File: config.mk
export PLATFORM = sky130hd
export DESIGN_NAME = lcpo_ctrl
export DESIGN_NICKNAME = d
export VERILOG_FILES = /design/src/rtl/core/lcpo_free_surface_area_assert.svh /design/src/rtl/core/lcpo_pkg.sv /design/src/rtl/core/lcpo_ctrl.sv
export SDC_FILE = /design/constraint.sdc
export NUM_CORES = 1
export LEC_CHECK = 0
export ABC_CLOCK_PERIOD_IN_PS = 2500
export BUFFER_PORTS_ARGS = -buffer_cell sky130_fd_sc_hd__buf_2
export CAP_MARGIN = 20
export CORE_MARGIN = 1
export CORE_UTILIZATION = 30
export CTS_BUF_LIST = sky130_fd_sc_hd__clkbuf_16
export CTS_CLUSTER_DIAMETER = 100
export DETAILED_ROUTE_END_ITERATION = 8
export GPL_TIMING_DRIVEN = 1
export HOLD_SLACK_MARGIN = 0.05
export REMOVE_ABC_BUFFERS = 1
export SETUP_SLACK_MARGIN = 0.02
export SLEW_MARGIN = 10
export SYNTH_ARGS = -nofsm -noshare
export SYNTH_HDL_FRONTEND = slang
export SYNTH_SLANG_ARGS = --single-unit
File: constraint.sdc
create_clock -name aclk -period 2.5 [get_ports aclk]
set_clock_uncertainty 0.05 [all_clocks]
set_input_delay 0.5 -clock aclk [delete_from_list [all_inputs] [get_ports aclk]]
set_output_delay 0.5 -clock aclk [all_outputs]
set_load 0.1 [all_outputs]
File: src/rtl/core/lcpo_free_surface_area_assert.svh
// assertion macros for the lcpo surface area top level
`ifndef LCPO_FREE_SURFACE_AREA_ASSERT_SVH
`define LCPO_FREE_SURFACE_AREA_ASSERT_SVH

// same-cycle implication, checked out of reset
`define LCPO_ASSERT_IMP(label, clk, rstn, ante, cons) \
    label: assert property (@(posedge clk) disable iff (!rstn) (ante) |-> (cons)) \
        else $error("lcpo assertion failed");

// next-cycle implication, checked out of reset
`define LCPO_ASSERT_NEXT(label, clk, rstn, ante, cons) \
    label: assert property (@(posedge clk) disable iff (!rstn) (ante) |=> (cons)) \
        else $error("lcpo assertion failed");

`endif

File: src/rtl/core/lcpo_pkg.sv
// shared types and constants for the lcpo surface area block
package lcpo_pkg;

    localparam int ATOM_W       = 10;
    localparam int SLOT_W       = 5;
    localparam int MAX_OVERLAPS = 32;
    localparam int TYPE_W       = 6;
    localparam int TYPE_IN_W    = 7;
    localparam int TYPE_COUNT   = 64;
    localparam int CNT_W        = 6;
    localparam int AREA_W       = 32;
    localparam int REC_W        = 1 + TYPE_W + CNT_W;
    localparam int COEF_AW      = TYPE_W + 2;
    localparam int PAIR_AW      = ATOM_W + SLOT_W;
    localparam int REL_W        = 17;
    localparam int SUM31_W      = 31;
    localparam int SUM47_W      = 47;

    typedef enum logic [1:0] {
        CMD_LOAD_COEF = 2'd0,
        CMD_LOAD_ATOM = 2'd1,
        CMD_LOAD_SLOT = 2'd2,
        CMD_COMPUTE   = 2'd3
    } cmd_t;

    // memory read kinds, tagged at issue and acted on when data returns
    typedef enum logic [2:0] {
        RK_NONE, RK_REC, RK_LIST, RK_SLOT, RK_NCOUNT, RK_SCAN, RK_ONE, RK_COEF
    } rk_t;

    typedef enum logic [1:0] {
        VOP_NONE, VOP_ZERO, VOP_SURF, VOP_TERM
    } vop_t;

    typedef enum logic [1:0] {
        MUL_NONE, MUL_PROD, MUL_HI, MUL_LO
    } mul_t;

    typedef enum logic [4:0] {
        ST_IDLE, ST_REC, ST_RECW, ST_BRANCH, ST_ONE, ST_ONEW, ST_LIST,
        ST_SLOT, ST_SLOTW, ST_NCNT, ST_NCNTW, ST_SCAN, ST_SCANW, ST_PROD,
        ST_PRODACC, ST_CLAMP, ST_COEF, ST_COEFW, ST_MHI, ST_MLO, ST_WACC,
        ST_DIV, ST_DIVIT, ST_OUT
    } state_t;

    typedef struct packed {
        logic start;
        rk_t  rk;
        vop_t v_op;
        mul_t mul;
        logic prod_acc;
        logic j_next;
        logic clamp;
        logic c_next;
        logic div_setup;
        logic div_step;
        logic out_load;
    } ctrl_t;

    typedef struct packed {
        logic buried;
        logic ni_zero;
        logic ni_one;
        logic list_last;
        logic scan_empty;
        logic scan_last;
        logic j_last;
        logic c_last;
        logic div_busy;
    } status_t;

    typedef struct packed {
        logic               comp_valid;
        logic [SUM47_W-1:0] prod;
        logic [SUM31_W-1:0] shared;
        logic [SUM31_W-1:0] pair;
        logic [REL_W-1:0]   rel;
    } result_t;

endpackage

File: src/rtl/core/lcpo_ctrl.sv
// sequencer for load, neighbor walk, weighting and division
module lcpo_ctrl import lcpo_pkg::*; (
    input  logic    aclk,
    input  logic    aresetn,
    input  logic    s_tvalid,
    input  cmd_t    in_cmd,
    input  status_t status,
    input  logic    out_free,
    output logic    s_tready,
    output ctrl_t   ctrl
);

    state_t state_reg, state_next;

    // state register
    always_ff @(posedge aclk) begin
        if (!aresetn) begin
            state_reg <= ST_IDLE;
        end else begin
            state_reg <= state_next;
        end
    end

    // next state and commands
    always_comb begin
        state_next = state_reg;
        ctrl       = '0;
        ctrl.rk    = RK_NONE;
        ctrl.v_op  = VOP_NONE;
        ctrl.mul   = MUL_NONE;
        s_tready   = 1'b0;
        case (state_reg)
            ST_IDLE: begin
                s_tready = 1'b1;
                if (s_tvalid && in_cmd == CMD_COMPUTE) begin
                    ctrl.start = 1'b1;
                    state_next = ST_REC;
                end
            end
            ST_REC: begin
                ctrl.rk    = RK_REC;
                state_next = ST_RECW;
            end
            ST_RECW: state_next = ST_BRANCH;
            ST_BRANCH: begin
                if (status.buried) begin
                    ctrl.v_op  = VOP_ZERO;
                    state_next = ST_DIV;
                end else if (status.ni_zero) begin
                    ctrl.v_op  = VOP_SURF;
                    state_next = ST_DIV;
                end else if (status.ni_one) begin
                    state_next = ST_ONE;
                end else begin
                    state_next = ST_LIST;
                end
            end
            ST_ONE: begin
                ctrl.rk    = RK_ONE;
                state_next = ST_ONEW;
            end
            ST_ONEW: state_next = ST_DIV;
            // copy the atom's neighbor list into the lanes
            ST_LIST: begin
                ctrl.rk = RK_LIST;
                if (status.list_last) begin
                    state_next = ST_SLOT;
                end
            end
            ST_SLOT: begin
                ctrl.rk    = RK_SLOT;
                state_next = ST_SLOTW;
            end
            ST_SLOTW: state_next = ST_NCNT;
            ST_NCNT: begin
                ctrl.rk    = RK_NCOUNT;
                state_next = ST_NCNTW;
            end
            ST_NCNTW: state_next = ST_SCAN;
            // walk the neighbor's slots, one read per cycle
            ST_SCAN: begin
                if (status.scan_empty) begin
                    state_next = ST_PROD;
                end else begin
                    ctrl.rk = RK_SCAN;
                    if (status.scan_last) begin
                        state_next = ST_SCANW;
                    end
                end
            end
            ST_SCANW: state_next = ST_PROD;
            ST_PROD: begin
                ctrl.mul   = MUL_PROD;
                state_next = ST_PRODACC;
            end
            ST_PRODACC: begin
                ctrl.prod_acc = 1'b1;
                ctrl.j_next   = 1'b1;
                state_next    = status.j_last ? ST_CLAMP : ST_SLOT;
            end
            ST_CLAMP: begin
                ctrl.clamp = 1'b1;
                state_next = ST_COEF;
            end
            // weigh the four components
            ST_COEF: begin
                ctrl.rk    = RK_COEF;
                state_next = ST_COEFW;
            end
            ST_COEFW: state_next = ST_MHI;
            ST_MHI: begin
                ctrl.mul   = MUL_HI;
                state_next = ST_MLO;
            end
            ST_MLO: begin
                ctrl.mul   = MUL_LO;
                state_next = ST_WACC;
            end
            ST_WACC: begin
                ctrl.v_op   = VOP_TERM;
                ctrl.c_next = 1'b1;
                state_next  = status.c_last ? ST_DIV : ST_COEF;
            end
            ST_DIV: begin
                ctrl.div_setup = 1'b1;
                state_next     = ST_DIVIT;
            end
            ST_DIVIT: begin
                if (status.div_busy) begin
                    ctrl.div_step = 1'b1;
                end else begin
                    state_next = ST_OUT;
                end
            end
            ST_OUT: begin
                if (out_free) begin
                    ctrl.out_load = 1'b1;
                    state_next    = ST_IDLE;
                end
            end
            default: state_next = ST_IDLE;
        endcase
    end

endmodule

==> out/summary.md, run 1 <==
- **fraction of the cycle the final worst path needs** 95.9%
- **number of hold violations in the final report** 0
- **Crit Reg-Reg Startpoint** state_reg[4]
- **Vias** 888
- **maximum count of clock buffers along a single path** 2
- **count of input and output buffers** 30
- **max-slew violation count** 0
- **height of the chip** 50.8 µm
- **smallest setup slack after layout** 104 ps
- **CTS H-tree lvls** 1
- **cell-internal power** 0.000483 W
- **setup repair after global routing missed its margin** no
- **core area** 2230 µm²
- **number of sinks driven by the clock tree** 5
- **post-route total power** 0.000977 W
- **core occupancy in the finished layout** 47.2%
- **final worst path period need** 2400 ps
- **non-filler instance count after layout** 161
- **Critical Path Source Type** register
- **share of layout cells above drive strength 1** 38.3%
- **Setup WS pre-CTS** 205 ps
- **maximum number of pins on one net before global-route repair** 21
- **Top-Level Pins** 31
- **post-synthesis register bit count** 5
- **commonest cells after routing, fill and taps aside** sky130_fd_sc_hd__buf_2 (24), sky130_fd_sc_hd__nor2_1 (14), sky130_fd_sc_hd__nand2_1 (9), sky130_fd_sc_hd__a21oi_1 (9)
- **vias in the first global route** 829
- **run status** finished, final reports clean
- **Worst Setup SP** state_reg[4]
- **class of the tightest hold or removal check** input pin to register
- **vias per std cell** 5.52
- **Core Rows** 17
- **required time of the critical path** 1950 ps
- **Seq pwr share** 17.2%
- **synthesized instance count** 103
- **Post-Synthesis Cell Area** 716 µm²
- **global-route wire length before repair** 3820 µm
- **Critical Path Sink Type** primary output
- **maximum VDD drop** 0.000527 V
- **number of setup violations in the final report** 0
- **static leakage** 0.454 nW
- **Detail Route met2 WL** 1010 µm
- **Highest Signal Layer** met4
- **switching power** 0.000493 W
- **horizontal extent of the die** 50.8 µm
- **synthesized area per cell** 6.95 µm²
- **Post-DRT Antenna Nets** 0
- **portion of the post-synthesis area used by sequential elements** 14.0%
- **half-perimeter wire length of the detailed placement result** 1610 µm
- **Post-CTS Setup Bufs** 0
- **initial antenna violation count** 0
- **critical path fanouts, max** 14
- **most common cell after layout, fill and taps aside** sky130_fd_sc_hd__buf_2
- **total detailed-routing wirelength** 2270 µm
- **Routed met1 length** 1090 µm
- **Starting Density** 32.0%
- **EDFF count, synth** 0
- **capture point of the worst path** ctrl[13]
- **number of nets in the finished design** 149
- **starting DRC count in detailed routing** 17
- **all-layer global routing usage** 19.2%
- **Inst Count DP** 157
- **asr flop ratio synth** 0%
- **CTS buffer count** 3
- **synth-to-layout area growth** 47.4%
- **CTS clock-pin slew for the worst setup and hold paths** 30 ps
- **Crit Path Category** register to primary output
- **reg-to-reg slack, setup** 530 ps
- **number of flip-flops under the largest register name** 5
- **weighted congestion at the end of routability-driven global placement** 0.827
- **portion of total power attributed to combinational logic** 55.8%
- **routed len/inst** 14.1 µm
- **fmax** 417 MHz
- **Clk Tree Root Cell** sky130_fd_sc_hd__clkbuf_16
- **areal power density over the cells** 926 nW/µm²
- **dominant synthesized flop cell** sky130_fd_sc_hd__dfxtp_1
- **DRC viols** 0
- **data arrival at the endpoint of the critical path** 1850 ps
- **TritonCTS clock tree** done
- **total gr overflow** 0
- **Synthesis Warnings** 0
- **post-synthesis cell type count** 42
- **detailed-routing iteration count for the pre-antenna-repair pass** 4
- **Worst Tran Pin Value** 519 ps
- **die footprint** 2580 µm²
- **clock latency on the worst-skew pair** 230 ps
- **clock network fraction of total power** 27.0%
- **WL met3** 137 µm
- **switching portion of total power** 50.5%
- **headroom to the max-slew limit** 65.0%
- **number of inserted diodes** 0
- **worst r2r dst** state_reg[2]
- **number of max-cap violations** 0
- **Worst R2R Path Depth** 6
metal layers:
| layer | global-route usage (%) | up-vias |
|---|---|---|
| li1 | - | 437 |
| met1 | 26.0 | 401 |
| met2 | 30.2 | 46 |
| met3 | 2.98 | 4 |
| met4 | 7.41 | 0 |
| met5 | 0 | - |
how the worst min path moves through the flow:
| stage | end | start | cells past startpoint | slack, ps |
|---|---|---|---|---|
| after CTS | state_reg[2] | aresetn | 2 | 520 |
| after global routing | state_reg[2] | aresetn | 2 | 510 |
| final | state_reg[2] | aresetn | 2 | 510 |
| after floorplan | state_reg[1] | state_reg[1] | 2 | 570 |
| after global placement | state_reg[1] | state_reg[1] | 2 | 680 |
| after detailed placement | state_reg[1] | state_reg[1] | 2 | 680 |
area by class of cell:
| cell class | instances | area [µm²] |
|---|---|---|
| Clock buffer | 3 | 75.1 |
| Sequential cell | 5 | 105 |
| Tap cell | 28 | 35.0 |
| Fill cell | 228 | 1180 |
| Timing Repair Buffer | 36 | 285 |
| Clock inverter | 1 | 3.75 |
| Multi-Input combinational cell | 85 | 534 |
| Inverter | 3 | 16.3 |
per-stage QoR:
| step | hold WS, ps | cell area [µm²] | setup TNS, ps |
|---|---|---|---|
| 2_1_floorplan | 565 | 651 | -9280 |
| 3_3_place_gp | 677 | 971 | 0 |
| 3_5_place_dp | 681 | 971 | 0 |
| 4_1_cts | 515 | 1050 | 0 |
| 5_1_grt | 510 | 1050 | 0 |
| 6_report | 514 | 1050 | 0 |
critical path, cell delays in order, from the launching register on:
cell and delay [ps]:
sky130_fd_sc_hd__dfxtp_2 400, sky130_fd_sc_hd__buf_4 180, sky130_fd_sc_hd__nor2b_4 180, sky130_fd_sc_hd__nand2_1 160
sky130_fd_sc_hd__a21oi_1 190, sky130_fd_sc_hd__nor2_1 50, sky130_fd_sc_hd__o22ai_1 240, sky130_fd_sc_hd__buf_12 210
Yosys cell counts, drive strengths merged, types with 2 or more instances:
library cell	count	area, µm²
o21a	2	15.0
nor2b	3	26.3
and3	4	25.0
mux2i	2	20.0
nor2	15	58.8
nand2	9	33.8
nor3	3	15.0
a21o	2	15.0
inv	3	16.3
o41ai	2	25.0
clkbuf	5	18.8
o21ai	5	25.0
or4b	2	20.0
nand3	3	15.0
a21oi	9	45.0
nand2b	4	25.0
buf	5	46.3
dfxtp	5	100
o211ai	3	22.5
power by group through the flow:
stage | combinational, W | sequential, W | clock [W]
floorplan | 0.000407 | 0.000149 | 0
global route | 0.000581 | 0.000175 | 0.000276
finish | 0.000545 | 0.000168 | 0.000264
CTS | 0.000544 | 0.000166 | 0.000266
global placement | 0.000545 | 0.000165 | 0
detailed placement | 0.000543 | 0.000165 | 0
repair_timing:
action / in CTS / in global routing
endpoints found under the setup margin: 3 / 6
resized for setup: 1 / 3
hold buffers: 0 / 0
pin swaps: 0 / 0
kinds of logic after synthesis:
family / after synthesis / share of synthesized area (%)
muxes: 2 / 2.80
buffers and inverters: 13 / 11.4
DFF: 5 / 14.0
AOI/OAI and AO/OA: 33 / 33.9
and+or+nand+nor: 50 / 37.9
(Power assumes the default switching activity.)
==> run 2: changes to the inputs <==
--- a/config.mk
+++ b/config.mk
@@ -17,6 +17,7 @@
 export HOLD_SLACK_MARGIN = 0.05
 export REMOVE_ABC_BUFFERS = 1
 export SETUP_SLACK_MARGIN = 0.02
+export SKIP_CTS_REPAIR_TIMING = 1
 export SLEW_MARGIN = 10
 export SYNTH_ARGS = -nofsm -noshare
 export SYNTH_HDL_FRONTEND = slang
==> constraint.sdc (replaced) <==
create_clock -name aclk -period 2.5 [get_ports aclk]
set_clock_uncertainty 0.05 [all_clocks]
set_input_delay 0.5 -clock aclk [delete_from_list [all_inputs] [get_ports aclk]]
set_output_delay 0.5 -clock aclk [all_outputs]
set_load 0.05 [all_outputs]
==> run 2 against run 1 <==
  * Via count fell by 0.23%
  * Power fell by 15%
  * Combinational power fell by 26%
  * First-iteration DRC count rose by 59%
  * Design area fell by 11%
  * Sequential share of layout area rose by 0.94 points
  * Final cell count fell by 1.9%
  * Utilization fell by 5.1 points
  * Global-route usage fell by 1.5 points
  * Sequential cell count did not move
  * Routed wire length fell by 6.2%
  * Die area did not move
==> out/summary.md, run 2 (synthesis gave the netlist of run 1 again) <==
- **switching power** 0.000376 W, -24%
- **Post-DRT Antenna Nets** 0, unchanged
- **Vias** 886, -0.23%
- **number of inserted diodes** 0, unchanged
- **number of nets in the finished design** 146, -2.0%
- **run status** finished, final reports clean
- **Inst Count DP** 154, -1.9%
- **switching portion of total power** 45.5%, -5.0 points
- **areal power density over the cells** 878 nW/µm², -5.2%
- **maximum count of clock buffers along a single path** 2, unchanged
- **critical path fanouts, max** 16, +2
- **count of input and output buffers** 30, unchanged
- **final worst path period need** 2350 ps, -47.0 ps
- **initial antenna violation count** 0, unchanged
- **Crit Reg-Reg Startpoint** state_reg[3]
- **Clk Tree Root Cell** sky130_fd_sc_hd__clkbuf_16
- **Top-Level Pins** 31, unchanged
- **worst hold slack** 515 ps, +1.01 ps
- **CTS H-tree lvls** 1, unchanged
- **smallest setup slack after layout** 151 ps, +47.0 ps
- **total detailed-routing wirelength** 2130 µm, -6.2%
- **die footprint** 2580 µm², unchanged
- **fmax** 426 MHz, +2.0%
- **post-route total power** 0.000826 W, -15%
- **setup repair after global routing missed its margin** no
- **non-filler instance count after layout** 158, -1.9%
- **starting DRC count in detailed routing** 27, +10
- **horizontal extent of the die** 50.8 µm, unchanged
- **Crit Path Category** register to primary output
- **data arrival at the endpoint of the critical path** 1800 ps, -50 ps
- **Starting Density** 32.0%, unchanged
- **routed len/inst** 13.5 µm, -4.4%
- **half-perimeter wire length of the detailed placement result** 1610 µm, +0.49%
- **fraction of the cycle the final worst path needs** 94.0%, -1.9 points
- **clock latency on the worst-skew pair** 230 ps, about the same
- **number of hold violations in the final report** 0, unchanged
- **vias per std cell** 5.61, +1.7%
- **DRC viols** 0, unchanged
- **FILL cells** 225, -1.3%
- **portion of total power attributed to combinational logic** 49.0%, -6.8 points
- **number of flip-flops under the largest register name** 5, unchanged
- **Setup WS pre-CTS** 302 ps, +96.7 ps
- **weighted congestion at the end of routability-driven global placement** 0.853, +3.2%
- **vias in the first global route** 807, -2.7%
- **height of the chip** 50.8 µm, unchanged
- **headroom to the max-slew limit** 65.2%, +0.12 points
- **Seq pwr share** 19.4%, +2.2 points
- **core area** 2230 µm², unchanged
- **most common cell after layout, fill and taps aside** sky130_fd_sc_hd__buf_2
- **commonest cells after routing, fill and taps aside** sky130_fd_sc_hd__buf_2 (30), sky130_fd_sc_hd__nor2_1 (14), sky130_fd_sc_hd__nand2_1 (9), sky130_fd_sc_hd__a21oi_1 (9), sky130_fd_sc_hd__o21ai_0 (5)
- **number of max-cap violations** 0, unchanged
- **Core Rows** 17, unchanged
- **Worst Setup SP** state_reg[2]
- **class of the tightest hold or removal check** input pin to register
- **number of sinks driven by the clock tree** 5, unchanged
- **TritonCTS clock tree** done
- **min-delay src** aresetn
- **global-route wire length before repair** 3570 µm, -6.3%
- **number of setup violations in the final report** 0, unchanged
- **maximum number of pins on one net before global-route repair** 21, unchanged
- **total gr overflow** 0, unchanged
- **maximum VDD drop** 0.000484 V, -8.2%
- **Critical Path Source Type** register
- **Worst Tran Pin Value** 517 ps, -1.81 ps
- **all-layer global routing usage** 17.7%, -1.5 points
- **cell-internal power** 0.000450 W, -6.9%
- **required time of the critical path** 1950 ps, about the same
- **detailed-routing iteration count for the pre-antenna-repair pass** 4, unchanged
- **synth-to-layout area growth** 31.5%
- **CTS clock-pin slew for the worst setup and hold paths** 30 ps, about the same
- **CTS buffer count** 3, unchanged
- **setup tns final** 0 ps, unchanged
- **max-slew violation count** 0, unchanged
- **share of layout cells above drive strength 1** 36.2%, -2.2 points
- **clock network fraction of total power** 31.7%, +4.7 points
- **static leakage** 0.420 nW, -7.5%
- **Critical Path Sink Type** primary output
run 2: changes by cell type in the layout (fill, tap and decap cells not counted):
cell                       change
sky130_fd_sc_hd__dfxtp_2       -2
sky130_fd_sc_hd__dfxtp_1       +2
sky130_fd_sc_hd__buf_12        -6
sky130_fd_sc_hd__inv_1         -1
sky130_fd_sc_hd__buf_4         -3
sky130_fd_sc_hd__clkinv_2      +1
sky130_fd_sc_hd__buf_2         +6
run 2: per-stage QoR:
step                      utilization, %  instance area, µm²
after global routing                42.1                 941
final                               42.1                 941
after global placement              38.4                 858
after floorplan                        -                 651
after detailed placement            38.4                 858
after CTS                           42.0                 938
run 2: layout make-up:
| class | count | area, µm² | share of cell area [%] |
|---|---|---|---|
| timing repair buffer | 33 | 173 | 18.4 |
| multi-input combinational | 85 | 534 | 56.8 |
| clock buffer | 3 | 75.1 | 7.98 |
| clock inverter | 1 | 5.00 | 0.532 |
| tap | 28 | 35.0 | 3.72 |
| inverter | 3 | 16.3 | 1.73 |
| sequential | 5 | 103 | 10.9 |
run 2: critical path, stage by stage, from the launching register on:
cell and delay, ps:
sky130_fd_sc_hd__dfxtp_1 610, sky130_fd_sc_hd__or4b_1 540, sky130_fd_sc_hd__o22ai_1 140, sky130_fd_sc_hd__buf_2 280
run 2: worst paths after layout:
path / endpoint / slack (ps) / depth (start not counted)
max reg2reg: state_reg[2] / 620 / 5
max: ctrl[13] / 150 / 3
min: state_reg[2] / 510 / 2
min reg2reg: state_reg[1] / 550 / 2
run 2: per-layer routing:
| metal | routed length [µm] | GRT usage (%) | part of all wire, % | vias up |
|---|---|---|---|---|
| met4 | 14 | 2.78 | 0.66 | 0 |
| met2 | 989 | 28.0 | 46 | 49 |
| met1 | 921 | 24.5 | 43 | 402 |
| li1 | - | - | - | 433 |
| met3 | 204 | 4.46 | 9.6 | 2 |
| met5 | 0 | 0 | 0 | - |
run 2: power groups by stage:
| stage | Clock (W) | Sequential, W | Combinational [W] |
|---|---|---|---|
| floorplan | 0 | 0.000149 | 0.000303 |
| global placement | 0 | 0.000158 | 0.000405 |
| detailed placement | 0 | 0.000157 | 0.000402 |
| CTS | 0.000265 | 0.000156 | 0.000404 |
| global route | 0.000270 | 0.000165 | 0.000445 |
| finish | 0.000262 | 0.000160 | 0.000405 |
